<file path="src/rtl/phv_pkg.sv">
`default_nettype none
package phv_pkg;

    localparam int MAX_NODES_DEF      = 1024;
    localparam int ALPHABET_CODES_DEF = 32;
    localparam int SCORE_BITS_DEF     = 32;

    localparam int CMD_W  = 2;
    localparam int NODE_W = 10;
    localparam int SLOT_W = 5;
    localparam int RES_W  = 5;
    localparam int IO_W   = 32;
    localparam int LEN_W  = 11;

    localparam logic [CMD_W-1:0] CMD_LOAD_EMIT  = 2'd0;
    localparam logic [CMD_W-1:0] CMD_LOAD_TRANS = 2'd1;
    localparam logic [CMD_W-1:0] CMD_LOAD_SPEC  = 2'd2;
    localparam logic [CMD_W-1:0] CMD_RESIDUE    = 2'd3;

    localparam logic [2:0] TR_BM = 3'd0;
    localparam logic [2:0] TR_MM = 3'd1;
    localparam logic [2:0] TR_IM = 3'd2;
    localparam logic [2:0] TR_DM = 3'd3;
    localparam logic [2:0] TR_MD = 3'd4;
    localparam logic [2:0] TR_MI = 3'd5;
    localparam logic [2:0] TR_II = 3'd6;
    localparam logic [2:0] TR_DD = 3'd7;

    localparam logic [2:0] SP_EMOVE = 3'd0;
    localparam logic [2:0] SP_ELOOP = 3'd1;
    localparam logic [2:0] SP_NMOVE = 3'd2;
    localparam logic [2:0] SP_NLOOP = 3'd3;
    localparam logic [2:0] SP_JMOVE = 3'd4;
    localparam logic [2:0] SP_JLOOP = 3'd5;
    localparam logic [2:0] SP_CMOVE = 3'd6;
    localparam logic [2:0] SP_CLOOP = 3'd7;

    // controller -> datapath
    typedef struct packed {
        logic clear_step;   // clear sweep: write minus infinity to row entry
        logic load;         // perform load from captured item
        logic row_start;    // reset per-row carries
        logic node_read;    // issue memory reads for node
        logic node_calc;    // node data registered, compute and write back
        logic specials;     // update N/C/J/B and form result
    } phv_cmd_t;

endpackage
`default_nettype wire

</file>
<file path="src/rtl/phv_ctrl.sv">
`default_nettype none
module phv_ctrl
    import phv_pkg::*;
#(
    parameter int MAX_NODES = MAX_NODES_DEF,
    localparam int NA_W = (MAX_NODES > 1) ? $clog2(MAX_NODES) : 1,
    localparam int CNT_W = $clog2(MAX_NODES + 1)
)
(
    input  wire logic              clk,
    input  wire logic              rst_n,
    input  wire logic              in_valid,
    output logic                   in_ready,
    input  wire logic [CMD_W-1:0]  in_command,
    input  wire logic              in_first,
    input  wire logic [CNT_W-1:0]  length,
    output logic                   out_valid,
    input  wire logic              out_ready,
    output logic                   capture,
    output phv_cmd_t               cmd,
    output logic [NA_W-1:0]        node
);
    typedef enum logic [2:0] {
        S_CLEAR, S_IDLE, S_LOAD, S_START, S_WIPE, S_RUN, S_SPEC
    } state_t;

    state_t state_reg;
    logic [CNT_W-1:0] rd_cnt_reg;   // nodes issued
    logic [CNT_W-1:0] wr_cnt_reg;   // nodes written back
    logic busy_calc_reg;
    logic out_valid_reg;

    logic last_issue;
    assign last_issue = (rd_cnt_reg + CNT_W'(1)) == length;

    assign node      = NA_W'(rd_cnt_reg);
    assign out_valid = out_valid_reg;
    assign in_ready  = (state_reg == S_IDLE) && !out_valid_reg;
    assign capture   = in_valid && in_ready;

    always_comb
    begin
        cmd            = '0;
        cmd.clear_step = (state_reg == S_CLEAR) || (state_reg == S_WIPE);
        cmd.load       = (state_reg == S_LOAD);
        cmd.row_start  = (state_reg == S_START);
        cmd.node_read  = (state_reg == S_RUN) && (rd_cnt_reg < length);
        cmd.node_calc  = busy_calc_reg;
        cmd.specials   = (state_reg == S_SPEC);
    end

    always_ff @(posedge clk or negedge rst_n)
    begin
        if (!rst_n)
        begin
            state_reg     <= S_CLEAR;
            rd_cnt_reg    <= '0;
            wr_cnt_reg    <= '0;
            busy_calc_reg <= 1'b0;
            out_valid_reg <= 1'b0;
        end
        else
        begin
            if (out_valid_reg && out_ready)
                out_valid_reg <= 1'b0;
            busy_calc_reg <= cmd.node_read;
            case (state_reg)
                S_CLEAR, S_WIPE:
                begin
                    if (32'(rd_cnt_reg) == MAX_NODES - 1)
                    begin
                        rd_cnt_reg <= '0;
                        state_reg  <= (state_reg == S_CLEAR) ? S_IDLE : S_RUN;
                    end
                    else
                        rd_cnt_reg <= rd_cnt_reg + CNT_W'(1);
                end
                S_IDLE:
                begin
                    if (capture)
                        state_reg <= (in_command == CMD_RESIDUE) ? S_START : S_LOAD;
                end
                S_LOAD:
                    state_reg <= S_IDLE;
                S_START:
                begin
                    rd_cnt_reg <= '0;
                    wr_cnt_reg <= '0;
                    state_reg  <= in_first ? S_WIPE : S_RUN;
                end
                S_RUN:
                begin
                    if (cmd.node_read && !last_issue)
                        rd_cnt_reg <= rd_cnt_reg + CNT_W'(1);
                    else if (cmd.node_read)
                        rd_cnt_reg <= length;
                    if (busy_calc_reg)
                    begin
                        wr_cnt_reg <= wr_cnt_reg + CNT_W'(1);
                        if (wr_cnt_reg + CNT_W'(1) == length)
                            state_reg <= S_SPEC;
                    end
                end
                S_SPEC:
                begin
                    out_valid_reg <= 1'b1;
                    state_reg     <= S_IDLE;
                end
                default:
                    state_reg <= S_IDLE;
            endcase
        end
    end

endmodule
`default_nettype wire

</file>
<file path="config.mk">
export PLATFORM = sky130hd
export DESIGN_NAME = phv_ctrl
export DESIGN_NICKNAME = d
export VERILOG_FILES = /design/src/rtl/phv_pkg.sv /design/src/rtl/phv_ctrl.sv
export SDC_FILE = /design/constraint.sdc
export NUM_CORES = 1
export LEC_CHECK = 0
export CAP_MARGIN = 20
export CELL_PAD_IN_SITES_DETAIL_PLACEMENT = 0
export CELL_PAD_IN_SITES_GLOBAL_PLACEMENT = 1
export CORE_MARGIN = 4
export CORE_UTILIZATION = 43
export DETAILED_ROUTE_END_ITERATION = 10
export DONT_BUFFER_PORTS = 1
export GPL_ROUTABILITY_DRIVEN = 0
export GPL_TIMING_DRIVEN = 0
export PLACE_DENSITY = 0.84
export SLEW_MARGIN = 0
export SYNTH_ARGS = -nofsm -noshare
export SYNTH_HDL_FRONTEND = slang
export SYNTH_SLANG_ARGS = --single-unit
</file>
<file path="constraint.sdc">
create_clock -name clk -period 2.68 [get_ports clk]
set_clock_uncertainty 0.05 [all_clocks]
set_input_delay 0.536 -clock clk [delete_from_list [all_inputs] [get_ports clk]]
set_output_delay 0.536 -clock clk [all_outputs]
set_load 0.1 [all_outputs]
</file>
==> results of run 1 <==
-- cell families after synthesis --
| group | count (synthesis) | share of synthesized area (%) |
|---|---|---|
| DFF | 27 | 26.95 |
| and+or+nand+nor | 115 | 24.75 |
| muxes | 2 | 0.7984 |
| buffers and inverters | 46 | 9.331 |
| xor gates and xnor gates | 28 | 9.781 |
| adders and majority gates | 13 | 6.487 |
| AOI/OAI and AO/OA | 79 | 21.91 |
-- worst paths after layout --
kind                           startpoint        endpoint  slack, ns
max                             out_valid         capture      -0.26
max in group asynchronous           rst_n   rd_cnt_reg[1]       1.75
min reg2reg                wr_cnt_reg[10]  wr_cnt_reg[10]       0.46
max reg2reg                 rd_cnt_reg[0]   rd_cnt_reg[9]       0.08
min in group asynchronous           rst_n   rd_cnt_reg[5]       0.64
min                              in_first    state_reg[0]       0.29
-- where the power goes --
group | internal [mW] | switching [mW] | total (mW)
combinational | 0.738 | 1.62 | 2.36
sequential | 0.529 | 0.179 | 0.708
clock | 0.110 | 0.154 | 0.264
-- critical path: cells and delay by family, from the launching register on --
| kind | cells | cell delay [ns] |
|---|---|---|
| flip-flops | 1 | 0.65 |
| AND/OR/NAND/NOR | 2 | 1.01 |
| buffers and inverters | 1 | 0.41 |
-- cell usage in the layout, fill, tap and decap left out, drive strengths merged, types with 5 or more instances in the layout --
cell     Yosys  routed
nor2        19      19
xnor2       19      19
buf         18      29
ha          13      13
a2bb2oi      7       7
dfrtp       27      27
nor2b        6       6
nand4        6       6
o21ai       27      27
and2         5       5
inv         19      19
nor4         5       5
nand2       34      34
nand3        9       9
a21oi       12      12
or3          8       8
a221o        9       9
nor3         9       9
xor2         9       9
o211ai       5       5
clkbuf       9       8
-- metal layers --
metal | wire length, microns | up-vias
met1 | 3010 | 1090
met2 | 3293 | 49
met3 | 336 | 7
li1 | - | 1124
met4 | 53 | 0
met5 | 0 | -
-- per-stage QoR --
step                cells  area (sq um)  hold slack [ns]  total power, mW  worst slack, ns
finish                394          2856           0.2904            3.333          -0.2606
global route          394          2856           0.2788            3.530          -0.3427
CTS                   394          2836         0.001702            3.327          -0.2534
detailed placement    384          2668           0.1915            2.950          -0.5152
global placement      382          2625           0.1914            2.909          -0.5197
floorplan             310          2535           0.1904            2.623          -0.4087
-- what timing repair did --
item / 4_1_cts / 5_1_grt
hold endpoints to repair: 27 / 7
pin swaps: 3 / 2
gates resized for setup: 16 / 5
endpoints found under the setup margin: 13 / 11
hold buffers: 1 / 1
setup buffers: 7 / 0
-- final cells by class --
cell class	count	area [sq um]
Clock buffer	3	41.29
Tap cell	72	90.09
Sequential cell	27	685.7
Clock inverter	1	8.758
Timing Repair Buffer	11	113.9
Multi-Input combinational cell	237	1668
Fill cell	559	2718
Buffer	24	173.9
Inverter	19	75.07
==> flow_metrics.env, run 1 <==
export IMPL_synth_net_count=341
export IMPL_grt_antenna_before_repair=0
export IMPL_cpPeakStageDelay_ns=0.84
export IMPL_max_cap_viols=0
export IMPL_hp_class="input pin to flop"
export IMPL_timing_fmax_ghz=0.3401
export IMPL_drc=0
export IMPL_numClockSinks=27
export IMPL_worst_slew_pin_tran_ns=1.060
export IMPL_synth_edf_count=0
export IMPL_violations_in_the_final_reports="negative setup slack"
export IMPL_detail_route_wl_per_cell_microns=16.99
export IMPL_max_vdd_ir_drop_mv=0.6737
export IMPL_num_nets_final=354
export IMPL_layout_min_cycle_time_ns=2.941
export IMPL_critical_path_endpoint_type="output pin"
export IMPL_postRouteWirelength_microns=6695
export IMPL_core_rowCount=27
export IMPL_die_y_microns=84.36
export IMPL_timing_final_setup_violations=1
export IMPL_path_class="flop to output pin"
export IMPL_hold_viol_final=0
export IMPL_clk_pin_slew_worst_paths_ns=0.11
export IMPL_timing_critical_path_slowest_stage_cell="sky130_fd_sc_hd__nor3_4"
export IMPL_leading_cell_type_by_number_of_instances_after_synthesis="sky130_fd_sc_hd__nand2_1"
export IMPL_initial_utilization_pct=44.98
export IMPL_clk_path_buf_depth=2
export IMPL_num_io_pins=37
export IMPL_cts_root_buf="sky130_fd_sc_hd__clkbuf_8"
export IMPL_routed_via_count=2270
export IMPL_timing_slew_headroom_pct=29.03
export IMPL_grtUsageMet1_pct=24.76
export IMPL_die_w_microns=84.36
export IMPL_period_share_pct=109.7
export IMPL_syn_cell_area_sq_um=2507
export IMPL_drtPass1Iterations=4
export IMPL_r2r_worst_path_depth=9
export IMPL_first_pass_grt_wire_length_microns=10960
export IMPL_vias_per_cell=5.761
export IMPL_tns_ns=-0.2606
export IMPL_rsz0062_at_grt="yes"
export IMPL_netlist_area_leader_share_pct=26.95
export IMPL_synth_area_top_cells="sky130_fd_sc_hd__dfrtp_1 (27%), sky130_fd_sc_hd__xnor2_1 (6.6%), sky130_fd_sc_hd__ha_1 (6.5%), sky130_fd_sc_hd__o21ai_0 (5.4%), sky130_fd_sc_hd__nand2_1 (4.9%)"
export IMPL_critical_path_peak_fanout=3
export IMPL_antenna_cells_inserted=0
export IMPL_finalWorstSetupSlack_ns=-0.2606
export IMPL_dominantRegCellSynth="sky130_fd_sc_hd__dfrtp_1"
export IMPL_route_antenna_remaining_nets=0
export IMPL_hold_path_cell_count=1
export IMPL_dp_final_hpwl_microns=4902
export IMPL_grt_total_usage_pct=18.72
export IMPL_grt_busiest_layer="met2"
export IMPL_status="complete, but fails checks"
export IMPL_portion_of_the_post_synthesis_area_used_by_sequential_elements_pct=26.95
export IMPL_crit_path_cell_trace="nor3_4, nand2_2, clkinvlp_4"
export IMPL_synthArstFlopShare_pct=100.0
export IMPL_cts_inserted_buffers=3
export IMPL_arrival_ns=2.35
export IMPL_crit_required_ns=2.09
export IMPL_ctsHtreeMaxLevel=1
export IMPL_met2_usage_pct=32.57
export IMPL_flow_area_growth_from_synthesis_pct=13.92
export IMPL_yosys_area_top_type="sky130_fd_sc_hd__dfrtp_1"
export IMPL_clock_latency_ns=0.29
export IMPL_drt_initial_drc_count=145
export IMPL_power_density_nw_per_um2=1167
export IMPL_maxSlewViolCount=0
export IMPL_groute_layer_met3_usage_pct=3.042
export IMPL_leakagePower_nw=1.197
export IMPL_first_global_vias=2208
export IMPL_mapped_cells=310
export IMPL_library_cells_used_by_synthesis=50
export IMPL_overflow_left_after_global_routing=0
export IMPL_design_core_area_sq_um=5574
export IMPL_startpoint_type="flop"
export IMPL_cts_tree="yes"
export IMPL_synth_seq_cells=27
export IMPL_post_synth_most_frequent_cells="sky130_fd_sc_hd__nand2_1 (33), sky130_fd_sc_hd__dfrtp_1 (27), sky130_fd_sc_hd__o21ai_0 (27)"
export IMPL_final_core_util_pct=51.25
export IMPL_synth_avg_cell_area_sq_um=8.088
export IMPL_post_route_cells_drive_above_1_share_pct=18.63
export IMPL_synth_warning_count=0
export IMPL_largest_net_degree_at_the_start_of_global_routing=28
export IMPL_port_buffers=0
export IMPL_fp_dieArea_sq_um=7117
Power figures use the tool's default switching activity.
==> inputs of run 2 (changes only) <==
==> constraint.sdc (replaced) <==
create_clock -name clk -period 2.68 [get_ports clk]
set_clock_uncertainty 0.05 [all_clocks]
set_input_delay 0.402 -clock clk [delete_from_list [all_inputs] [get_ports clk]]
set_output_delay 0.402 -clock clk [all_outputs]
set_load 0.1 [all_outputs]
==> run 2 against run 1 <==
Net effect: sequential cell count unchanged; clock-buffer cell count unchanged; power grew 2.8%; die area is the same; largest cell class unchanged; clock power is 2% higher; sequential share of layout area shrank 0.46 points; the flow still finishes with violations (negative setup slack); maximum frequency up 5.4%; critical path type unchanged; global-route usage increased by 0.51 points; routed wire length increased by 3.7%; via count increased by 3.7%; non-clock buffer count increased by 8; core utilization up 1.0 points.
==> flow_metrics.env, run 2 (synthesis results as in run 1) <==
export IMPL_route_antenna_remaining_nets=0
export IMPL_core_rowCount=27
export IMPL_clk_path_buf_depth=2
export IMPL_first_global_vias=2196
export IMPL_dp_final_hpwl_microns=4941
export IMPL_worst_slew_pin_tran_ns=1.069
export IMPL_fp_dieArea_sq_um=7117
export IMPL_first_pass_grt_wire_length_microns=11160
export IMPL_period_share_pct=104.1
export IMPL_clock_latency_ns=0.29
export IMPL_max_vdd_ir_drop_mv=0.6213
export IMPL_layout_commonest_cell="sky130_fd_sc_hd__nand2_1"
export IMPL_vias_per_cell=5.853
export IMPL_timing_fmax_ghz=0.3586
export IMPL_arrival_ns=2.34
export IMPL_flow_area_growth_from_synthesis_pct=16.17
export IMPL_timing_slew_headroom_pct=28.44
export IMPL_seqCellArea_sq_um=685.7
export IMPL_violations_in_the_final_reports="negative setup slack"
export IMPL_detailed_place_area_sq_um=2666
export IMPL_rsz0062_at_grt="yes"
export IMPL_pwr_share_comb_pct=72.3
export IMPL_cts_tree="yes"
export IMPL_num_fill_cells=545
export IMPL_crit_required_ns=2.23
export IMPL_num_nets_final=362
export IMPL_numClockSinks=27
export IMPL_startpoint_of_the_tightest_hold_check_path="in_first"
export IMPL_critical_path_endpoint_type="output pin"
export IMPL_pwr_share_seq_pct=19.9
export IMPL_largest_net_degree_at_the_start_of_global_routing=28
export IMPL_detail_route_wl_per_cell_microns=17.26
export IMPL_grt_total_usage_pct=19.23
export IMPL_post_route_cells_drive_above_1_share_pct=20.30
export IMPL_finalWorstSetupSlack_ns=-0.1090
export IMPL_cts_inserted_buffers=3
export IMPL_clk_pin_slew_worst_paths_ns=0.11
export IMPL_overflow_left_after_global_routing=0
export IMPL_startpoint_type="flop"
export IMPL_timing_final_setup_violations=1
export IMPL_post_layout_nonfiller_instances=402
export IMPL_cts_root_buf="sky130_fd_sc_hd__clkbuf_8"
export IMPL_drc=0
export IMPL_die_w_microns=84.36
export IMPL_p_clk_share_pct=7.8
export IMPL_path_class="flop to output pin"
export IMPL_num_io_pins=37
export IMPL_maxSlewViolCount=0
export IMPL_worst_setup_path_startpoint="out_valid"
export IMPL_max_cap_viols=0
export IMPL_multi_input_area_sq_um=1657
export IMPL_routed_via_count=2353
export IMPL_critical_path_peak_fanout=3
export IMPL_leakagePower_nw=1.241
export IMPL_power_density_nw_per_um2=1177
export IMPL_port_buffers=0
export IMPL_postRouteWirelength_microns=6940
export IMPL_layout_common_cells="sky130_fd_sc_hd__nand2_1 (32), sky130_fd_sc_hd__buf_4 (28), sky130_fd_sc_hd__o21ai_0 (26)"
export IMPL_hp_class="input pin to flop"
export IMPL_initial_utilization_pct=44.98
export IMPL_switching_share_pct=57.85
export IMPL_worst_hold_slack_ns=0.1456
export IMPL_status="complete, but fails checks"
export IMPL_grt_antenna_before_repair=0
export IMPL_antenna_cells_inserted=0
export IMPL_final_area_sq_um=2913
export IMPL_place_inst=384
export IMPL_design_core_area_sq_um=5574
export IMPL_drtPass1Iterations=4
export IMPL_drt_initial_drc_count=168
export IMPL_internal_power_mw=1.445
export IMPL_regToRegStartpoint="rd_cnt_reg[8]"
export IMPL_die_y_microns=84.36
export IMPL_hold_viol_final=0
export IMPL_ctsHtreeMaxLevel=1
export IMPL_p_sw_mw=1.983
export IMPL_layout_min_cycle_time_ns=2.789
run 2: cell types whose count changed in the layout (fill, tap and decap cells not counted), sizes merged:
cell    change
buf         +7
clkbuf      +1
run 2: final timing paths:
| check | endpoint | slack, ns | cells after the start |
|---|---|---|---|
| max in group asynchronous | rd_cnt_reg[0] | 1.90 | 2 |
| hold / removal | state_reg[0] | 0.15 | 1 |
| setup / recovery | capture | -0.11 | 3 |
| min in group asynchronous | rd_cnt_reg[7] | 0.49 | 2 |
| hold reg to reg | wr_cnt_reg[10] | 0.48 | 2 |
| setup reg to reg | rd_cnt_reg[6] | 0.07 | 10 |
run 2: timing repair:
item                                    4_1_cts  5_1_grt
gates resized for setup                      13       11
pin swaps                                     3        4
endpoints found under the setup margin       12       13
hold endpoints to repair                     27        0
buffers inserted                              5       10
hold buffers                                  2        0
run 2: layout make-up:
cell class / instances / share of cell area [%]
Buffer: 24 / 6.100
Inverter: 19 / 2.577
Clock buffer: 3 / 1.418
Timing Repair Buffer: 19 / 6.100
Multi-Input combinational cell: 237 / 56.87
Clock inverter: 1 / 0.3007
Tap cell: 72 / 3.093
Sequential cell: 27 / 23.54
run 2: stage by stage:
step / total power, mW / worst slack (ns) / util, % / setup TNS (ns)
detailed placement: 2.949 / -0.5431 / 47.83 / -5.556
finish: 3.427 / -0.1090 / 52.26 / -0.1090
CTS: 3.293 / -0.1164 / 50.55 / -0.2638
global placement: 2.905 / -0.5484 / 47.07 / -5.436
global route: 3.623 / -0.1790 / 52.26 / -0.3344
floorplan: 2.623 / -0.2747 / - / -0.2747
run 2: worst max-delay path, cell delays in order (launching register included):
cell                         delay (ns)
sky130_fd_sc_hd__dfrtp_4           0.65
sky130_fd_sc_hd__nor3_4            0.84
sky130_fd_sc_hd__nand2_2           0.16
sky130_fd_sc_hd__clkinvlp_4        0.39
run 2: power groups by stage:
stage	Combinational [mW]	Sequential (mW)	Clock, mW
after global routing	2.63	0.700	0.296
after floorplan	1.98	0.645	0
after global placement	2.22	0.681	0
after detailed placement	2.26	0.686	0
after CTS	2.31	0.709	0.273
final	2.48	0.681	0.268
run 2: routing by layer:
metal,GRT usage (%),share of wire (%),routed length [microns]
met4,3.022,0.61,42
met2,33.29,50,3455
met5,0,0,0
met1,25.66,43,3013
met3,3.238,6.2,428
==> inputs of run 3 (changes only) <==
CORE_MARGIN = default   (was 4)
==> run 3 against run 2 <==
Net effect: the run still ends with negative setup slack left; combinational power barely moved; sequential power grew 3.1%; clock power is 3% lower; via count fell by 0.55%; maximum frequency decreased by 0.61%; sequential share of layout area down 0.17 points; global-route usage grew 4.5 points; register-to-register slack gained 0.05 ns; largest power group unchanged; non-clock buffer count is 1 higher; critical path depth unchanged; first-iteration DRC count is 17% lower; clock-buffer cell count is the same.
==> flow_metrics.env, run 3 (synthesis results as in run 1) <==
export IMPL_first_pass_grt_wire_length_microns=11460
export IMPL_flow_area_growth_from_synthesis_pct=17.02
export IMPL_ctsHtreeMaxLevel=1
export IMPL_r2r_end="rd_cnt_reg[9]"
export IMPL_drt_initial_drc_count=140
export IMPL_worst_slew_pin_tran_ns=1.057
export IMPL_core_rowCount=27
export IMPL_layout_min_cycle_time_ns=2.806
export IMPL_cts_inserted_buffers=3
export IMPL_post_route_cells_drive_above_1_share_pct=21.15
export IMPL_r2r_worst_path_depth=8
export IMPL_cts_root_buf="sky130_fd_sc_hd__clkbuf_8"
export IMPL_largest_net_degree_at_the_start_of_global_routing=28
export IMPL_status="complete, but fails checks"
export IMPL_arrival_ns=2.35
export IMPL_worst_setup_path_startpoint="out_valid"
export IMPL_num_io_pins=37
export IMPL_finalWorstSetupSlack_ns=-0.1260
export IMPL_critical_path_endpoint_type="output pin"
export IMPL_maxSlewViolCount=0
export IMPL_seqCellArea_sq_um=685.7
export IMPL_grt_total_usage_pct=23.71
export IMPL_grt_antenna_before_repair=0
export IMPL_period_share_pct=104.7
export IMPL_route_antenna_remaining_nets=0
export IMPL_crit_required_ns=2.23
export IMPL_timing_slew_headroom_pct=29.22
export IMPL_antenna_cells_inserted=0
export IMPL_place_worst_setup_slack_ns=-0.5166
export IMPL_num_nets_final=363
export IMPL_drtPass1Iterations=4
export IMPL_regToRegStartpoint="rd_cnt_reg[1]"
export IMPL_routed_via_count=2340
export IMPL_multi_input_area_sq_um=1675
export IMPL_first_global_vias=2310
export IMPL_hp_class="input pin to flop"
export IMPL_startpoint_type="flop"
export IMPL_reg2reg_setup_slack_ns=0.12
export IMPL_fp_dieArea_sq_um=6140
export IMPL_violations_in_the_final_reports="negative setup slack"
export IMPL_timing_final_setup_violations=1
export IMPL_leakagePower_nw=1.239
export IMPL_startpoint_of_the_tightest_hold_check_path="in_first"
export IMPL_cts_tree="yes"
export IMPL_die_y_microns=78.36
export IMPL_layout_commonest_cell="sky130_fd_sc_hd__nand2_1"
export IMPL_layout_common_cells="sky130_fd_sc_hd__nand2_1 (32), sky130_fd_sc_hd__buf_4 (29), sky130_fd_sc_hd__o21ai_0 (26)"
export IMPL_postRouteWirelength_microns=6769
export IMPL_clock_latency_ns=0.29
export IMPL_power_density_nw_per_um2=1178
export IMPL_clk_pin_slew_worst_paths_ns=0.11
export IMPL_path_class="flop to output pin"
export IMPL_die_w_microns=78.36
export IMPL_critPathCapture="capture"
export IMPL_port_buffers=0
export IMPL_dp_final_hpwl_microns=4808
export IMPL_hold_path_cell_count=1
export IMPL_hold_viol_final=0
export IMPL_overflow_left_after_global_routing=0
export IMPL_num_fill_cells=541
export IMPL_drc=0
export IMPL_initial_utilization_pct=44.98
export IMPL_detail_route_wl_per_cell_microns=16.80
export IMPL_design_core_area_sq_um=5574
export IMPL_numClockSinks=27
export IMPL_rsz0062_at_grt="yes"
export IMPL_max_cap_viols=0
export IMPL_worst_hold_slack_ns=0.1697
export IMPL_clk_path_buf_depth=2
export IMPL_vias_per_cell=5.806
export IMPL_max_vdd_ir_drop_mv=0.6173
export IMPL_critical_path_peak_fanout=3
export IMPL_timing_fmax_ghz=0.3564
[run 3: critical path, cell delays in order, from the launching register on]
cell,delay [ns]
sky130_fd_sc_hd__dfrtp_4,0.65
sky130_fd_sc_hd__nor3_4,0.84
sky130_fd_sc_hd__nand2_2,0.17
sky130_fd_sc_hd__clkinvlp_4,0.41
[run 3: routing by layer]
layer,up-vias,GRT usage [%],share of wire (%)
met2,45,38.60,50
met3,4,3.953,5.0
met5,-,0,0
li1,1145,-,-
met1,1146,32.81,44
met4,0,5.185,0.59
[run 3: how the worst min path moves through the flow]
stage	to	slack, ns
6_report	state_reg[0]	0.17
5_1_grt	state_reg[0]	0.16
4_1_cts	state_reg[0]	0.14
3_5_place_dp	rd_cnt_reg[8]	0.06
3_3_place_gp	rd_cnt_reg[7]	0.06
2_1_floorplan	busy_calc_reg	0.06
[run 3: power breakdown]
| part | switching (mW) | leakage, nW | internal [mW] |
|---|---|---|---|
| clock network | 0.153 | 0.0217 | 0.106 |
| registers | 0.173 | 0.330 | 0.529 |
| logic | 1.66 | 0.887 | 0.832 |
[run 3: cell type report]
| class | instances | area share (%) |
|---|---|---|
| buffer | 24 | 6.055 |
| clock inverter | 1 | 0.2559 |
| clock buffer | 3 | 1.407 |
| multi-input combinational | 237 | 57.10 |
| timing repair buffer | 20 | 6.183 |
| tap | 72 | 3.070 |
| sequential | 27 | 23.37 |
| inverter | 19 | 2.559 |
[run 3: metrics by stage]
step / cell area, sq um / TNS [ns] / instances / util, % / total power, mW
3_3_place_gp: 2624 / -5.702 / 382 / 47.07 / 2.901
5_1_grt: 2934 / -0.1981 / 403 / 52.64 / 3.688
4_1_cts: 2823 / -0.1164 / 393 / 50.64 / 3.297
3_5_place_dp: 2666 / -5.555 / 384 / 47.83 / 2.945
6_report: 2934 / -0.1260 / 403 / 52.64 / 3.456
2_1_floorplan: 2534 / -0.2747 / 310 / - / 2.623
[run 3: timing repair]
item	4_1_cts	5_1_grt
setup buffers	5	11
endpoints found under the hold margin	27	0
setup endpoints to repair	12	13
hold buffers	2	0
gates resized for setup	13	12
pin swaps	3	3
